===== config.mk =====
export PLATFORM = sky130hd
export DESIGN_NAME = keypad_debounce_autorepeat_core
export DESIGN_NICKNAME = d
export VERILOG_FILES = /design/src/hw/rtl/kda_pkg.sv /design/src/hw/rtl/kda_engine.sv /design/src/hw/rtl/keypad_debounce_autorepeat_core.sv
export SDC_FILE = /design/constraint.sdc
export NUM_CORES = 1
export LEC_CHECK = 0
export ABC_AREA = 1
export ABC_CLOCK_PERIOD_IN_PS = 8000
export BUFFER_PORTS_ARGS = -buffer_cell sky130_fd_sc_hd__buf_2
export CORE_ASPECT_RATIO = 0.5
export CORE_UTILIZATION = 45
export CTS_CLUSTER_DIAMETER = 50
export DETAILED_ROUTE_END_ITERATION = 16
export MAX_ROUTING_LAYER = met4
export PLACE_DENSITY = 0.73
export SLEW_MARGIN = 40
export SYNTH_ARGS = -nofsm -noshare
export SYNTH_HDL_FRONTEND = slang
export SYNTH_HIERARCHICAL = 1
export SYNTH_SLANG_ARGS = --single-unit

===== constraint.sdc =====
create_clock -name aclk -period 8 [get_ports aclk]
set_input_delay 1.2 -clock aclk [delete_from_list [all_inputs] [get_ports aclk]]
set_output_delay 1.2 -clock aclk [all_outputs]
set_load 0.01 [all_outputs]

===== src/hw/rtl/kda_pkg.sv =====
// Shared constants and codes for the keypad debounce and auto-repeat block.
package kda_pkg;

    localparam int KDA_KEY_BITS   = 16;
    localparam int OPCODE_W       = 3;
    localparam int SWITCH_PINS_W  = 2;
    localparam int AUX_W          = 4;
    localparam int SWITCH_W       = SWITCH_PINS_W + AUX_W;
    localparam int HELD_W         = 8;
    localparam int CFG_INDEX_W    = 2;

    localparam logic [HELD_W-1:0] HELD_MAX         = '1;
    localparam logic [7:0]        REPEAT_DELAY_RST  = 8'd20;
    localparam logic [7:0]        REPEAT_PERIOD_RST = 8'd4;

    typedef enum logic [OPCODE_W-1:0] {
        OP_SCAN          = 3'd0,
        OP_TAKE_PRESS    = 3'd1,
        OP_TAKE_RELEASE  = 3'd2,
        OP_CLEAR_PRESS   = 3'd3,
        OP_TEST_STATE    = 3'd4,
        OP_FLUSH         = 3'd5,
        OP_STOP_COUNT    = 3'd6
    } opcode_t;

    typedef enum logic [CFG_INDEX_W-1:0] {
        CFG_REPEAT_DELAY   = 2'd0,
        CFG_REPEAT_PERIOD  = 2'd1,
        CFG_NO_REPEAT_KEYS = 2'd2
    } cfg_index_t;

endpackage


===== src/hw/rtl/kda_engine.sv =====
// Key state, configuration registers and the single-pass update for one transaction.
module kda_engine
    import kda_pkg::*;
#(
    parameter int KEY_BITS = KDA_KEY_BITS,
    localparam int CFG_W = (KEY_BITS > 8) ? KEY_BITS : 8
) (
    input  logic                     aclk,
    input  logic                     aresetn,
    input  logic                     cfg_we,
    input  logic [CFG_INDEX_W-1:0]   cfg_index,
    input  logic [CFG_W-1:0]         cfg_wdata,
    input  logic                     fire,
    input  logic [OPCODE_W-1:0]      opcode,
    input  logic [KEY_BITS-1:0]      matrix_raw,
    input  logic [SWITCH_PINS_W-1:0] switch_pins,
    input  logic [AUX_W-1:0]         aux_pins,
    input  logic [KEY_BITS-1:0]      key_select,
    output logic                     answer,
    output logic [KEY_BITS-1:0]      debounced_keys,
    output logic [SWITCH_W-1:0]      switch_state,
    output logic                     key_feedback
);

    localparam logic [KEY_BITS-1:0] ALL_KEYS = '1;

    logic [7:0]          repeat_delay_reg;
    logic [7:0]          repeat_period_reg;
    logic [KEY_BITS-1:0] no_repeat_keys_reg;

    logic [KEY_BITS-1:0] pending_press_reg,   pending_press_next;
    logic [KEY_BITS-1:0] pending_release_reg, pending_release_next;
    logic [KEY_BITS-1:0] last_sample_reg,     last_sample_next;
    logic [KEY_BITS-1:0] stable_keys_reg,     stable_keys_next;
    logic [HELD_W-1:0]   held_scans_reg,      held_scans_next;
    logic [AUX_W-1:0]    aux_latched_reg,     aux_latched_next;
    logic [SWITCH_W-1:0] switch_last_reg,     switch_last_next;
    logic [SWITCH_W-1:0] switch_stable_reg,   switch_stable_next;

    logic [HELD_W-1:0]   held_tmp;
    logic [KEY_BITS-1:0] press_rep;
    logic [SWITCH_W-1:0] sw;
    logic                answer_c;
    logic                feedback_c;

    always_comb begin
        pending_press_next   = pending_press_reg;
        pending_release_next = pending_release_reg;
        last_sample_next     = last_sample_reg;
        stable_keys_next     = stable_keys_reg;
        held_scans_next      = held_scans_reg;
        aux_latched_next     = aux_latched_reg;
        switch_last_next     = switch_last_reg;
        switch_stable_next   = switch_stable_reg;
        answer_c             = 1'b0;
        feedback_c           = 1'b0;
        held_tmp             = held_scans_reg;
        press_rep            = pending_press_reg & (matrix_raw | no_repeat_keys_reg);
        sw                   = '0;

        case (opcode)
            OP_SCAN: begin
                if (matrix_raw == ALL_KEYS) begin
                    aux_latched_next = ~aux_pins;
                end
                if (matrix_raw == last_sample_reg) begin
                    stable_keys_next = matrix_raw;
                    if (matrix_raw != ALL_KEYS) begin
                        if (held_scans_reg == '0) begin
                            feedback_c         = 1'b1;
                            pending_press_next = pending_press_reg & matrix_raw;
                        end else if (held_scans_reg >= repeat_delay_reg) begin
                            pending_release_next = pending_release_reg & matrix_raw;
                            pending_press_next   = press_rep;
                            held_tmp = (repeat_delay_reg > repeat_period_reg)
                                     ? repeat_delay_reg - repeat_period_reg : '0;
                            feedback_c = (press_rep != pending_press_reg);
                        end
                        held_scans_next = (held_tmp != HELD_MAX) ? held_tmp + 1'b1 : held_tmp;
                    end else begin
                        pending_release_next = ALL_KEYS;
                        held_scans_next      = '0;
                    end
                end else begin
                    last_sample_next = matrix_raw;
                end
                sw = {aux_latched_next, switch_pins};
                if (sw == switch_last_reg) begin
                    switch_stable_next = sw;
                end else begin
                    switch_last_next = sw;
                end
            end
            OP_TAKE_PRESS: begin
                if ((pending_press_reg & key_select) == '0) begin
                    pending_press_next = pending_press_reg | key_select;
                    answer_c           = 1'b1;
                end
            end
            OP_TAKE_RELEASE: begin
                if ((pending_release_reg & key_select) == '0) begin
                    pending_release_next = pending_release_reg | key_select;
                    answer_c             = 1'b1;
                end
            end
            OP_CLEAR_PRESS: begin
                pending_press_next = pending_press_reg | key_select;
            end
            OP_TEST_STATE: begin
                answer_c = ((stable_keys_reg & key_select) == '0);
            end
            OP_FLUSH: begin
                pending_press_next   = ALL_KEYS;
                pending_release_next = ALL_KEYS;
                last_sample_next     = ALL_KEYS;
                stable_keys_next     = ALL_KEYS;
                held_scans_next      = '0;
            end
            OP_STOP_COUNT: begin
                held_scans_next = HELD_W'(1);
            end
            default: begin
            end
        endcase
    end

    assign answer         = answer_c;
    assign key_feedback   = feedback_c;
    assign debounced_keys = stable_keys_next;
    assign switch_state   = switch_stable_next;

    always_ff @(posedge aclk) begin
        if (!aresetn) begin
            repeat_delay_reg    <= REPEAT_DELAY_RST;
            repeat_period_reg   <= REPEAT_PERIOD_RST;
            no_repeat_keys_reg  <= '0;
            pending_press_reg   <= ALL_KEYS;
            pending_release_reg <= ALL_KEYS;
            last_sample_reg     <= ALL_KEYS;
            stable_keys_reg     <= ALL_KEYS;
            held_scans_reg      <= '0;
            aux_latched_reg     <= '0;
            switch_last_reg     <= '0;
            switch_stable_reg   <= '0;
        end else begin
            if (cfg_we) begin
                case (cfg_index)
                    CFG_REPEAT_DELAY:   repeat_delay_reg   <= cfg_wdata[7:0];
                    CFG_REPEAT_PERIOD:  repeat_period_reg  <= cfg_wdata[7:0];
                    CFG_NO_REPEAT_KEYS: no_repeat_keys_reg <= cfg_wdata[KEY_BITS-1:0];
                    default: begin
                    end
                endcase
            end
            if (fire) begin
                pending_press_reg   <= pending_press_next;
                pending_release_reg <= pending_release_next;
                last_sample_reg     <= last_sample_next;
                stable_keys_reg     <= stable_keys_next;
                held_scans_reg      <= held_scans_next;
                aux_latched_reg     <= aux_latched_next;
                switch_last_reg     <= switch_last_next;
                switch_stable_reg   <= switch_stable_next;
            end
        end
    end

endmodule


===== src/hw/rtl/keypad_debounce_autorepeat_core.sv =====
// Top level: input register, key engine and result register of the keypad block.
// An accepted input transaction is held in the input register; its result is then registered onto m_tdata.
// Throughput: one transaction per cycle unless m_tready stalls; the state update is one combinational pass.
// A waiting result stalls the input once the input register holds a transaction.
// Reset (aresetn low, synchronous) empties both registers, restores the
// configuration defaults and sets all key flags to released.
module keypad_debounce_autorepeat_core
    import kda_pkg::*;
#(
    parameter int KEY_BITS = KDA_KEY_BITS,
    localparam int CFG_W  = (KEY_BITS > 8) ? KEY_BITS : 8,
    localparam int IN_BITS  = OPCODE_W + KEY_BITS + SWITCH_PINS_W + AUX_W + KEY_BITS,
    localparam int IN_W     = ((IN_BITS + 7) / 8) * 8,
    localparam int OUT_BITS = 1 + KEY_BITS + SWITCH_W + 1,
    localparam int OUT_W    = ((OUT_BITS + 7) / 8) * 8
) (
    input  logic                   aclk,
    input  logic                   aresetn,
    input  logic                   s_tvalid,
    output logic                   s_tready,
    // opcode, matrix_raw, switch_pins, aux_pins, key_select (lowest first)
    input  logic [IN_W-1:0]        s_tdata,
    output logic                   m_tvalid,
    input  logic                   m_tready,
    // answer, debounced_keys, switch_state, key_feedback (lowest first)
    output logic [OUT_W-1:0]       m_tdata,
    input  logic                   cfg_we,
    input  logic [CFG_INDEX_W-1:0] cfg_index,
    input  logic [CFG_W-1:0]       cfg_wdata
);

    localparam int MR_LO = OPCODE_W;
    localparam int SP_LO = MR_LO + KEY_BITS;
    localparam int AX_LO = SP_LO + SWITCH_PINS_W;
    localparam int KS_LO = AX_LO + AUX_W;

    logic                 in_valid_reg;
    logic [IN_BITS-1:0]   in_data_reg;
    logic                 out_valid_reg;
    logic [OUT_BITS-1:0]  out_data_reg;
    logic                 advance;

    logic                 answer;
    logic [KEY_BITS-1:0]  debounced_keys;
    logic [SWITCH_W-1:0]  switch_state;
    logic                 key_feedback;

    assign advance  = in_valid_reg && (!out_valid_reg || m_tready);
    assign s_tready = !in_valid_reg || advance;

    always_ff @(posedge aclk) begin
        if (!aresetn) begin
            in_valid_reg  <= 1'b0;
            out_valid_reg <= 1'b0;
        end else begin
            if (s_tready) begin
                in_valid_reg <= s_tvalid;
            end
            if (advance) begin
                out_valid_reg <= 1'b1;
            end else if (m_tready) begin
                out_valid_reg <= 1'b0;
            end
        end
    end

    always_ff @(posedge aclk) begin
        if (s_tready && s_tvalid) begin
            in_data_reg <= s_tdata[IN_BITS-1:0];
        end
        if (advance) begin
            out_data_reg <= {key_feedback, switch_state, debounced_keys, answer};
        end
    end

    kda_engine #(
        .KEY_BITS (KEY_BITS)
    ) u_engine (
        .aclk           (aclk),
        .aresetn        (aresetn),
        .cfg_we         (cfg_we),
        .cfg_index      (cfg_index),
        .cfg_wdata      (cfg_wdata),
        .fire           (advance),
        .opcode         (in_data_reg[OPCODE_W-1:0]),
        .matrix_raw     (in_data_reg[SP_LO-1:MR_LO]),
        .switch_pins    (in_data_reg[AX_LO-1:SP_LO]),
        .aux_pins       (in_data_reg[KS_LO-1:AX_LO]),
        .key_select     (in_data_reg[IN_BITS-1:KS_LO]),
        .answer         (answer),
        .debounced_keys (debounced_keys),
        .switch_state   (switch_state),
        .key_feedback   (key_feedback)
    );

    assign m_tvalid = out_valid_reg;
    assign m_tdata  = OUT_W'(out_data_reg);

endmodule

==> results of run 1 <==
## routing by layer
| metal | share of wire, % | up-vias | track usage, % |
|---|---|---|---|
| met5 | 0 | - | - |
| met4 | 2.3 | 0 | 8.29 |
| met3 | 7.7 | 42 | 6.05 |
| met2 | 46 | 381 | 38.0 |
| met1 | 44 | 4133 | 33.5 |
| li1 | - | 4262 | - |
## placed cells by master, fill, tap and decap left out, types with 7 or more instances in the layout
cell,count
a21oi_1,138
a22o_1,7
buf_2,89
clkbuf_16,18
dfxtp_1,122
edfxtp_1,65
ha_1,17
inv_1,136
inv_2,9
nand2_1,274
nand2_2,13
nand3_1,52
nand4_1,24
nor2_1,63
nor3_1,12
o211ai_1,37
o21ai_0,103
o21ai_1,18
or2_2,7
xnor2_1,16
## critical path, stage by stage (launching register included)
cell and delay, ns:
dfxtp_1 0.34, inv_1 0.07, ha_1 0.23, fa_1 0.42, inv_1 0.09, nand3_1 0.08
nand2_1 0.11, nand2_1 0.08, a21boi_2 0.26, nand3_1 0.17, o21bai_1 0.39, ha_1 0.28
nand4_1 0.10, nor2_1 0.34, nand2_1 0.23, o21ai_1 0.13, nand2_1 0.09, a21oi_1 0.13
## cells in the mapped netlist, drive strengths merged
| cell type | instances |
|---|---|
| a21o | 1 |
| a21oi | 144 |
| xnor2 | 16 |
| a221oi | 4 |
| nor4 | 4 |
| ha | 17 |
| o211ai | 37 |
| a311oi | 2 |
| clkinv | 1 |
| o21a | 1 |
| a22o | 7 |
| o22ai | 6 |
| o21bai | 2 |
| edfxtp | 65 |
| a211oi | 2 |
| dfxtp | 122 |
| o31ai | 1 |
| nand3b | 2 |
| buf | 9 |
| a21boi | 1 |
| nor2 | 67 |
| and2 | 1 |
| nand2 | 289 |
| o2111ai | 1 |
| clkbuf | 40 |
| nor3 | 15 |
| fa | 1 |
| inv | 148 |
| nor3b | 1 |
| or2 | 7 |
| xor2 | 2 |
| a31oi | 2 |
| o21ai | 123 |
| nand3 | 55 |
| nand4 | 24 |
## area by class of cell
type                            count  share of cell area, %
Inverter                          149                   5.26
Timing Repair Buffer               95                   4.60
Clock inverter                     13                  0.856
Tap cell                          273                   3.20
Multi-Input combinational cell    835                   40.6
Clock buffer                       19                   4.26
Sequential cell                   187                   41.2
## how the worst min path moves through the flow
stage | slack (ns) | cells after the start | endpoint
after global routing | 0.49 | 2 | u_engine/switch_last_reg[3]
after detailed placement | 0.46 | 2 | u_engine/repeat_period_reg[3]
after floorplan | 0.43 | 2 | u_engine/repeat_period_reg[3]
final | 0.47 | 2 | u_engine/repeat_period_reg[3]
after CTS | 0.47 | 2 | u_engine/repeat_period_reg[3]
after global placement | 0.45 | 2 | u_engine/pending_release_reg[0]
## report_power, final
| part | leakage (uW) | internal, uW | switching [uW] |
|---|---|---|---|
| combinational | 0.00271 | 89.7 | 161 |
| clock | 0.000265 | 417 | 382 |
| sequential | 0.00160 | 1030 | 45.8 |
## stage by stage
| stage | cells | worst slack, ns | area [um^2] | hold slack (ns) |
|---|---|---|---|---|
| finish | 1571 | 4.39 | 10700 | 0.466 |
| detailed placement | 1539 | 4.08 | 10100 | 0.457 |
| CTS | 1571 | 4.43 | 10700 | 0.466 |
| global placement | 1539 | 4.16 | 10100 | 0.454 |
| global route | 1571 | 4.08 | 10700 | 0.493 |
| floorplan | 1220 | 3.86 | 9450 | 0.433 |
## kinds of logic (layout without fill, tap and decap cells)
logic type | Yosys count | count (layout)
AND/OR/NAND/NOR | 465 | 465
AO/OA/AOI/OAI | 334 | 334
buffers and inverters | 198 | 276
flip-flops | 187 | 187
adder cells (fa/ha/maj) | 18 | 18
XOR/XNOR | 18 | 18
==> flow_summary_export.csv, run 1 <==
group,metric,value,unit
routing,routedWlPerCell,16.5,um
placed_design,routabilityCongestion,0.968,
yosys,largest_family_of_logic_cells_by_synthesized_area,"simple AND/OR/NAND/NOR gates",
yosys,yosys-top-cells-area,"dfxtp_1, edfxtp_1, nand2_1, a21oi_1, inv_1",
sta,fmax,277,MHz
yosys,synth_compound_area_share,19.9,%
yosys,muxShareOfSynthArea,0,%
worst_setup_path,worstReg2RegStart,"u_engine/repeat_delay_reg[0]",
yosys,share_of_yosys_cell_area_claimed_by_the_top_area_cell_type,25.8,%
routing,post_drt_via_cell_ratio,5.61,
global_route,pin_count_of_the_biggest_net_entering_global_routing,64,
sta,finalHoldViolCount,0,
worst_setup_path,cp_data_required_time,8.36,ns
sta,fin_crit,3.61,ns
yosys,synth_area_leader_cell,"dfxtp_1",
yosys,synth-xor-area-share,1.67,%
cells_and_area,multi_input_gate_area,0.00434,mm^2
clock_network,clkSinkCount,187,
pwr,power.density,199,mW/mm^2
worst_setup_path,worst-endpoint-arrival,3.97,ns
clock_network,cts_made_buffers,17,
sta,finalSetupViolCount,0,
sta,timing.final.max_slew_violations,0,
sta,fin_crit_sh,45.2,%
yosys,synth_instances,1220,
worst_setup_path,end_kind,"flip-flop",
cells_and_area,drive_gt1_share,13.6,%
pwr,vdd.ir_drop.worst,0.000153,V
cells_and_area,final_nets,1374,
clock_network,tritoncts_clock_tree,"built",
global_route,grt_remaining_overflow,0,
yosys,synthesis.yosys.warnings,6,
clock_network,clockRootBuffer,"clkbuf_16",
pwr,reported_leakage_power,0.00458,uW
yosys,syn-num-nets,1309,
job,max_cap_check_violation_count,0,
yosys,seq_area_frac_synth,46.5,%
worst_setup_path,worst_setup_path_startpoint,"u_engine/repeat_delay_reg[0]",
pwr,finalPower,2130,uW
clock_network,clock_path_buffers,2,
placed_design,hpwl,18.1,mm
outcome,outcome,"complete, no violations",
routing,drt-initial-drc-count,992,
yosys,synth-simple-area-share,21.5,%
floorplanning,fp.coreArea,0.0206,mm^2
floorplanning,floorplan.initialDensity,46.0,%
worst_setup_path,number_of_cells_traversed_by_the_worst_register_to_register_path,17,
worst_setup_path,r2r_setup_slack,4.39,ns
worst_setup_path,critPathKind,"flip-flop to flip-flop",
global_route,grt_pass1_vias,8109,
worst_setup_path,startpoint_type,"flip-flop",
worst_hold_path,hp-class,"flip-flop to flip-flop",
worst_hold_path,min_from,"u_engine/repeat_period_reg[3]",
cells_and_area,filler_cell_count,1929,
cells_and_area,largest_reg_flops,41,
sta,timing_worst_slew_pin_value,0.883,ns
yosys,cell_variety_after_synth,49,
clock_network,postCtsSetupBuffers,0,
sta,worst_slew_margin_rel,40.9,%
floorplanning,top_level_ports,97,
worst_setup_path,cp_max_fo,6,
routing,iteration_count_of_the_initial_detailed_routing_pass,6,
clock_network,insertion_delay,0.44,ns
global_route,grtUsageTotal,25.3,%
cells_and_area,finalCoreUtilization,51.9,%
clock_network,clkSlewWorstSetupHoldPaths,0.07,ns
routing,finalWirelength,25.9,mm
sta,grt_setup_unrepaired,"false",
floorplanning,fp.dieW,207,um
routing,detailroute.via_count,8818,
floorplanning,total_die_area,0.0216,mm^2
global_route,grt_first_pass_wirelength,41.2,mm
clock_network,postCtsHoldBufs,0,
sta,fin_worst_skew,0.0106,ns
floorplanning,core.rowCount,37,
worst_setup_path,endpoint,"u_engine/held_scans_reg[4]",
yosys,mappedNetlistArea,0.00945,mm^2
global_route,number_of_antenna_violations_at_the_first_check_in_global_routing,0,
cells_and_area,layout.area.seq,0.00439,mm^2
routing,route.detailed.drc,0,
clock_network,cts_resized,0,
worst_setup_path,critical_path.reg2reg.endpoint,"u_engine/held_scans_reg[4]",
yosys,syn_avg_cell_area,7.75,um^2
cells_and_area,antenna-diode-count,0,
cells_and_area,area_delta_synth_final,12.9,%
placed_design,port_buffers,89,
clock_network,cts.htree.levels,4,
yosys,synth_fa_ha_area_share,2.46,%
yosys,ys_ff_latch,187,
routing,drt.antenna.violating_nets,0,
floorplanning,fp.dieH,104,um
sta,setup-tns-final,0,ns
No activity file was read; power rests on OpenSTA's default activity.
==> inputs of run 2 (changes only) <==
--- a/config.mk
+++ b/config.mk
@@ -6,14 +6,14 @@
 export NUM_CORES = 1
 export LEC_CHECK = 0
 export ABC_AREA = 1
-export ABC_CLOCK_PERIOD_IN_PS = 8000
+export ABC_CLOCK_PERIOD_IN_PS = 3100
 export BUFFER_PORTS_ARGS = -buffer_cell sky130_fd_sc_hd__buf_2
 export CORE_ASPECT_RATIO = 0.5
 export CORE_UTILIZATION = 45
 export CTS_CLUSTER_DIAMETER = 50
 export DETAILED_ROUTE_END_ITERATION = 16
 export MAX_ROUTING_LAYER = met4
-export PLACE_DENSITY = 0.73
+export PLACE_DENSITY = 0.75
 export SLEW_MARGIN = 40
 export SYNTH_ARGS = -nofsm -noshare
 export SYNTH_HDL_FRONTEND = slang
==> constraint.sdc (replaced) <==
create_clock -name aclk -period 3.1 [get_ports aclk]
set_input_delay 0.465 -clock aclk [delete_from_list [all_inputs] [get_ports aclk]]
set_output_delay 0.465 -clock aclk [all_outputs]
set_load 0.01 [all_outputs]
==> flow_summary_export.csv, run 2 (synthesis results as in run 1) <==
group,metric,value,unit
cells_and_area,drive_gt1_share,15.4,%
clock_network,clockRootBuffer,"clkbuf_16",
worst_setup_path,worst_path_most_repeated_cell,"nand3_1",
routing,finalWirelength,26.4,mm
worst_setup_path,cpMaxStageDelayCell,"dfxtp_1",
routing,routedWlPerCell,16.6,um
sta,fin_crit,2.91,ns
cells_and_area,mostFrequentLayoutCell,"nand2_1",
sta,fin_worst_skew,0.0108,ns
worst_hold_path,hp-class,"input pin to flip-flop",
cells_and_area,filler_cell_count,1885,
routing,post_drt_via_cell_ratio,5.57,
routing,drt-initial-drc-count,966,
worst_setup_path,critical_path.reg2reg.endpoint,"u_engine/held_scans_reg[3]",
sta,worst_slew_margin_rel,57.2,%
global_route,grtUsageTotal,25.6,%
routing,drt.antenna.violating_nets,0,
worst_setup_path,worst-endpoint-arrival,3.27,ns
clock_network,insertion_delay,0.44,ns
clock_network,cts.htree.levels,4,
sta,finalWorstSetupSlack,0.188,ns
cells_and_area,finalCoreUtilization,53.0,%
global_route,grt_first_pass_wirelength,41.8,mm
sta,fin_crit_sh,93.9,%
clock_network,clock_path_buffers,2,
placed_design,pre_cts_ws,0.0270,ns
floorplanning,fp.dieH,104,um
worst_setup_path,number_of_cells_traversed_by_the_worst_register_to_register_path,17,
cells_and_area,antenna-diode-count,0,
pwr,power.density,512,mW/mm^2
worst_setup_path,end_kind,"flip-flop",
floorplanning,total_die_area,0.0216,mm^2
pwr,finalPower,5580,uW
routing,route.detailed.drc,0,
global_route,number_of_antenna_violations_at_the_first_check_in_global_routing,0,
cells_and_area,final_nets,1397,
sta,timing.final.max_slew_violations,0,
worst_setup_path,r2r_setup_slack,0.19,ns
worst_setup_path,worstReg2RegStart,"u_engine/repeat_delay_reg[0]",
global_route,pin_count_of_the_biggest_net_entering_global_routing,63,
clock_network,postCtsHoldBufs,0,
cells_and_area,largest_reg_flops,41,
floorplanning,fp.coreArea,0.0206,mm^2
routing,iteration_count_of_the_initial_detailed_routing_pass,5,
placed_design,port_buffers,89,
global_route,grt_pass1_vias,8243,
pwr,pwr-share-comb,12.3,%
pwr,reported_leakage_power,0.00471,uW
sta,finalSetupViolCount,0,
sta,fmax,343,MHz
global_route,grt_remaining_overflow,0,
job,max_cap_check_violation_count,0,
pwr,cellInternalPower,4040,uW
floorplanning,top_level_ports,97,
sta,setup-tns-final,0,ns
routing,detailroute.via_count,8878,
clock_network,clkSinkCount,187,
worst_setup_path,critPathKind,"flip-flop to flip-flop",
placed_design,routabilityCongestion,0.966,
cells_and_area,post-route-cell-area,0.0109,mm^2
sta,timing_worst_slew_pin_value,0.641,ns
pwr,pwr-share-seq,49.6,%
clock_network,tritoncts_clock_tree,"built",
clock_network,cts_made_buffers,17,
pwr,p_sw,1540,uW
worst_hold_path,whs_path_depth,1,
sta,finalHoldViolCount,0,
floorplanning,core.rowCount,37,
clock_network,clkSlewWorstSetupHoldPaths,0.07,ns
worst_hold_path,worst_hold_end,"in_data_reg[19]",
pwr,vdd.ir_drop.worst,0.000408,V
placed_design,hpwl,18.9,mm
worst_setup_path,path_cells,"inv_1, ha_1, fa_2, inv_1, nand3_1, nand2_1, nand2_2, a21boi_2, nand3_1, o21bai_1, ha_2, nand4_1, nor2_4, nand2_4, nand3_1, nand2_1, a21oi_1",
floorplanning,fp.dieW,207,um
worst_setup_path,cp_data_required_time,3.46,ns
worst_setup_path,startpoint_type,"flip-flop",
pwr,clock_network_fraction_of_design_power,38.1,%
worst_hold_path,min_from,"s_tdata[19]",
worst_setup_path,critical-path-max-stage-delay,0.35,ns
worst_setup_path,cp_max_fo,6,
cells_and_area,final_cell_mix,"nand2_1, a21oi_1, inv_1",
outcome,outcome,"complete, no violations",
placed_design,placed_cell_area,0.0103,mm^2
cells_and_area,area_delta_synth_final,15.3,%
pwr,swShare,27.6,%
floorplanning,floorplan.initialDensity,46.0,%
==> run 2: cell types whose count changed in the layout (fill, tap and decap cells not counted), moves of 2 or more <==
cell / previous run / this run
nand2_1: 274 / 271
clkinv_2: 5 / 0
inv_8: 0 / 2
clkinvlp_4: 3 / 5
buf_4: 6 / 28
nand2_2: 13 / 15
==> run 2: per-stage QoR <==
stage | instances | hold slack (ns)
floorplan | 1220 | 0.433
finish | 1594 | 0.194
detailed placement | 1561 | 0.463
CTS | 1593 | 0.181
global route | 1594 | 0.178
global placement | 1561 | 0.450
==> run 2: repair_timing <==
item                       in CTS  in global routing
setup endpoints to repair       1                  9
pin swaps                       0                  5
hold endpoints to repair        0                  0
setup buffers                   0                  1
gates resized for setup         1                  8
==> run 2: area by class of cell <==
cell class              count  area, um^2  share of cell area, %
clock buffers              18         429                   3.94
clock inverters            14         138                   1.26
repair buffers            118         676                   6.20
inverters                 149         562                   5.16
flip-flops and latches    187        4390                   40.3
well taps                 273         342                   3.14
multi-input cells         835        4350                   40.0
==> run 2: power by group through the flow <==
stage | Combinational (uW) | Sequential (uW) | Clock, uW
2_1_floorplan | 450 | 2790 | 0
3_3_place_gp | 648 | 2810 | 0
3_5_place_dp | 668 | 2820 | 0
4_1_cts | 673 | 2770 | 2160
5_1_grt | 765 | 2780 | 2260
6_report | 686 | 2770 | 2130
==> run 2: worst max-delay path: cells and delay by family (launching register included) <==
family                     cells  cell delay, ns
buffers and inverters          2            0.15
AOI/OAI and AO/OA              3            0.52
DFF                            1            0.35
adders and majority gates      3            0.79
and+or+nand+nor                9            1.02
==> run 2: worst max path at each step <==
stage | slack, ns | cells after the start | to | startpoint
3_5_place_dp | 0.03 | 19 | u_engine/held_scans_reg[3] | u_engine/repeat_delay_reg[0]
6_report | 0.19 | 17 | u_engine/held_scans_reg[3] | u_engine/repeat_delay_reg[0]
5_1_grt | -0.05 | 17 | u_engine/held_scans_reg[4] | u_engine/repeat_delay_reg[0]
2_1_floorplan | 0.20 | 17 | u_engine/held_scans_reg[4] | u_engine/repeat_delay_reg[0]
4_1_cts | 0.1 | 19 | u_engine/held_scans_reg[3] | u_engine/repeat_delay_reg[0]
3_3_place_gp | 0.1 | 17 | u_engine/held_scans_reg[4] | u_engine/repeat_delay_reg[0]
==> run 2: metal layers <==
metal	GRT usage, %	wire length, um	part of all wire (%)	vias up
met2	39.6	12400	47	367
met5	-	0	0	-
li1	-	-	-	4302
met4	9.44	597	2.3	0
met1	33.6	11600	44	4160
met3	4.17	1850	7.0	49
==> inputs of run 3 (changes only) <==
--- a/config.mk
+++ b/config.mk
@@ -14,8 +14,6 @@
 export DETAILED_ROUTE_END_ITERATION = 16
 export MAX_ROUTING_LAYER = met4
 export PLACE_DENSITY = 0.75
-export SLEW_MARGIN = 40
 export SYNTH_ARGS = -nofsm -noshare
 export SYNTH_HDL_FRONTEND = slang
-export SYNTH_HIERARCHICAL = 1
 export SYNTH_SLANG_ARGS = --single-unit
==> flow_summary_export.csv, run 3 <==
group,metric,value,unit
outcome,outcome,"complete, no violations",
clock_network,cts_made_buffers,17,
clock_network,clkSlewWorstSetupHoldPaths,0.08,ns
yosys,seq_area_frac_synth,45.7,%
yosys,synthesis.yosys.warnings,0,
clock_network,clockRootBuffer,"clkbuf_16",
yosys,ys_top_cells_by_count,"nand2_1, o21ai_0, nand3_1",
cells_and_area,largest_reg_flops,41,
global_route,number_of_antenna_violations_at_the_first_check_in_global_routing,0,
global_route,pin_count_of_the_biggest_net_entering_global_routing,75,
sta,timing_worst_slew_pin_value,0.767,ns
cells_and_area,drive_gt1_share,15.2,%
yosys,synth_instances,1259,
cells_and_area,antenna-diode-count,0,
worst_setup_path,path_delay_family,"simple AND/OR/NAND/NOR gates",
clock_network,cts.htree.levels,4,
cells_and_area,multi_input_gate_area,0.00454,mm^2
clock_network,clkSinkCount,187,
cells_and_area,area_delta_synth_final,15.2,%
yosys,syn-num-nets,1348,
routing,routedWlPerCell,16.9,um
worst_setup_path,cpMaxStageDelayCell,"dfxtp_1",
yosys,synth_area_leader_cell,"dfxtp_1",
routing,post_drt_via_cell_ratio,5.62,
sta,fin_crit_sh,90.5,%
pwr,power.density,526,mW/mm^2
sta,finalSetupViolCount,0,
placed_design,routabilityCongestion,0.927,
global_route,grt_pass1_vias,8573,
sta,fin_crit,2.80,ns
worst_setup_path,end_kind,"flip-flop",
pwr,finalPower,5830,uW
sta,whs,0.183,ns
placed_design,port_buffers,89,
cells_and_area,finalNonFillerCells,1630,
worst_setup_path,crit_cells,19,
cells_and_area,filler_cell_count,1856,
yosys,share_of_yosys_cell_area_claimed_by_the_top_area_cell_type,25.4,%
floorplanning,top_level_ports,97,
routing,drt.antenna.violating_nets,0,
sta,setup-tns-final,0,ns
global_route,grt_remaining_overflow,0,
placed_design,placed_cells_incl_taps,1596,
job,max_cap_check_violation_count,0,
yosys,most_instantiated_flip_flop_cell_in_the_synthesis_netlist,"dfxtp_1",
floorplanning,total_die_area,0.0220,mm^2
routing,finalWirelength,27.5,mm
floorplanning,core.rowCount,37,
routing,iteration_count_of_the_initial_detailed_routing_pass,6,
worst_setup_path,worst-endpoint-arrival,3.17,ns
sta,fin_worst_skew,0.0167,ns
pwr,vdd.ir_drop.worst,0.000414,V
yosys,cell_variety_after_synth,45,
global_route,grt_first_pass_wirelength,44.3,mm
worst_setup_path,worst_path_most_repeated_cell,"nand2_1",
yosys,syn_avg_cell_area,7.64,um^2
cells_and_area,final_nets,1433,
worst_hold_path,whs_path_depth,1,
worst_setup_path,cp_max_fo,6,
clock_network,tritoncts_clock_tree,"built",
cells_and_area,final_cell_mix,"nand2_1, o21ai_0, nand3_1",
worst_setup_path,path_cells,"inv_1, ha_1, inv_1, fa_2, nand3_1, nand3_1, nand2_1, nand2_1, nand2_2, nor2_1, nand2_1, nand2_2, ha_1, nand4_1, nor2_4, nand2_1, nand2_1, nand3_1, a21oi_1",
placed_design,hpwl,19.4,mm
clock_network,postCtsHoldBufs,0,
worst_setup_path,critical-path-max-stage-delay,0.34,ns
clock_network,insertion_delay,0.45,ns
yosys,synth_most_common_cell,"nand2_1",
floorplanning,fp.coreArea,0.0207,mm^2
routing,route.detailed.drc,0,
yosys,yosys-top-cells-area,"dfxtp_1, edfxtp_1, nand2_1, o21ai_0, nand3_1",
yosys,ys_ff_latch,187,
worst_setup_path,critPathKind,"flip-flop to flip-flop",
yosys,mappedNetlistArea,0.00962,mm^2
sta,finalHoldViolCount,0,
worst_setup_path,path_buf_inv,2,
routing,detailroute.via_count,9153,
cells_and_area,mostFrequentLayoutCell,"nand2_1",
floorplanning,fp.dieW,209,um
routing,drt-initial-drc-count,1346,
worst_hold_path,hp-class,"input pin to flip-flop",
sta,worst_slew_margin_rel,48.9,%
worst_setup_path,number_of_cells_traversed_by_the_worst_register_to_register_path,19,
cells_and_area,layout.area.seq,0.00439,mm^2
floorplanning,fp.dieH,105,um
pwr,reported_leakage_power,0.00508,uW
sta,timing.final.max_slew_violations,0,
worst_setup_path,cp_data_required_time,3.47,ns
yosys,number_of_enable_type_register_cells_in_the_synthesized_netlist,65,
clock_network,clock_path_buffers,2,
floorplanning,floorplan.initialDensity,46.4,%
global_route,grtUsageTotal,26.4,%
yosys,asyncSetResetFlopFracSynth,0,%
worst_setup_path,startpoint_type,"flip-flop",
sta,fmax,357,MHz
==> run 3: cells by family after synthesis <==
kind of cell | after synthesis | share of synthesized area [%]
AO/OA/AOI/OAI | 276 | 15.6
XOR/XNOR | 17 | 1.55
adder cells (fa/ha/maj) | 18 | 2.42
buffers and inverters | 181 | 7.36
flip-flops | 187 | 45.7
AND/OR/NAND/NOR | 580 | 27.4
==> run 3: metrics by stage <==
stage	utilization (%)	worst slack [ns]	area (um^2)
after detailed placement	50.3	0.143	10400
after global placement	50.3	0.223	10400
after CTS	53.3	0.131	11000
after floorplan	-	0.610	9620
after global routing	53.4	-0.00281	11100
final	53.4	0.296	11100
==> run 3: worst register-to-register path: stages (launching register included) <==
cell     delay, ns
dfxtp_1       0.34
inv_1         0.06
ha_1          0.17
inv_1         0.11
fa_2          0.23
nand3_1       0.09
nand3_1       0.13
nand2_1       0.06
nand2_1       0.14
nand2_2       0.12
nor2_1        0.12
nand2_1       0.07
nand2_2       0.10
ha_1          0.19
nand4_1       0.16
nor2_4        0.18
nand2_1       0.16
nand2_1       0.10
nand3_1       0.07
a21oi_1       0.13
==> run 3: final timing paths <==
kind | from | slack, ns | to
max reg2reg | u_engine.repeat_delay_reg[0] | 0.30 | u_engine.held_scans_reg[1]
min | s_tdata[35] | 0.18 | in_data_reg[35]
min reg2reg | u_engine.repeat_period_reg[5] | 0.47 | u_engine.repeat_period_reg[5]
max | u_engine.repeat_delay_reg[0] | 0.30 | u_engine.held_scans_reg[1]
==> run 3: cell type report <==
| type | count | share of cell area, % |
|---|---|---|
| clock buffer | 17 | 3.84 |
| clock inverter | 15 | 1.76 |
| inverter | 120 | 4.11 |
| multi-input combinational | 891 | 41.0 |
| sequential | 187 | 39.7 |
| tap | 273 | 3.08 |
| timing repair buffer | 127 | 6.59 |
==> run 3: power by group <==
part	switching (uW)	internal, uW
clock	1080	1240
combinational	475	269
sequential	108	2670
==> run 3: what timing repair did <==
item,in CTS,in global routing
setup endpoints to repair,0,25
buffers inserted,0,2
gates resized for setup,0,6
==> run 3: layer usage <==
layer  global-route usage [%]  vias to the layer above  routed length (um)  share of wire, %
met5                        -                        -                   0                 0
met4                     11.1                        0                 944               3.4
met3                     5.96                       76                2300               8.4
met2                     38.7                      405               12100                44
met1                     35.2                     4259               12200                44
li1                         -                     4413                   -                 -
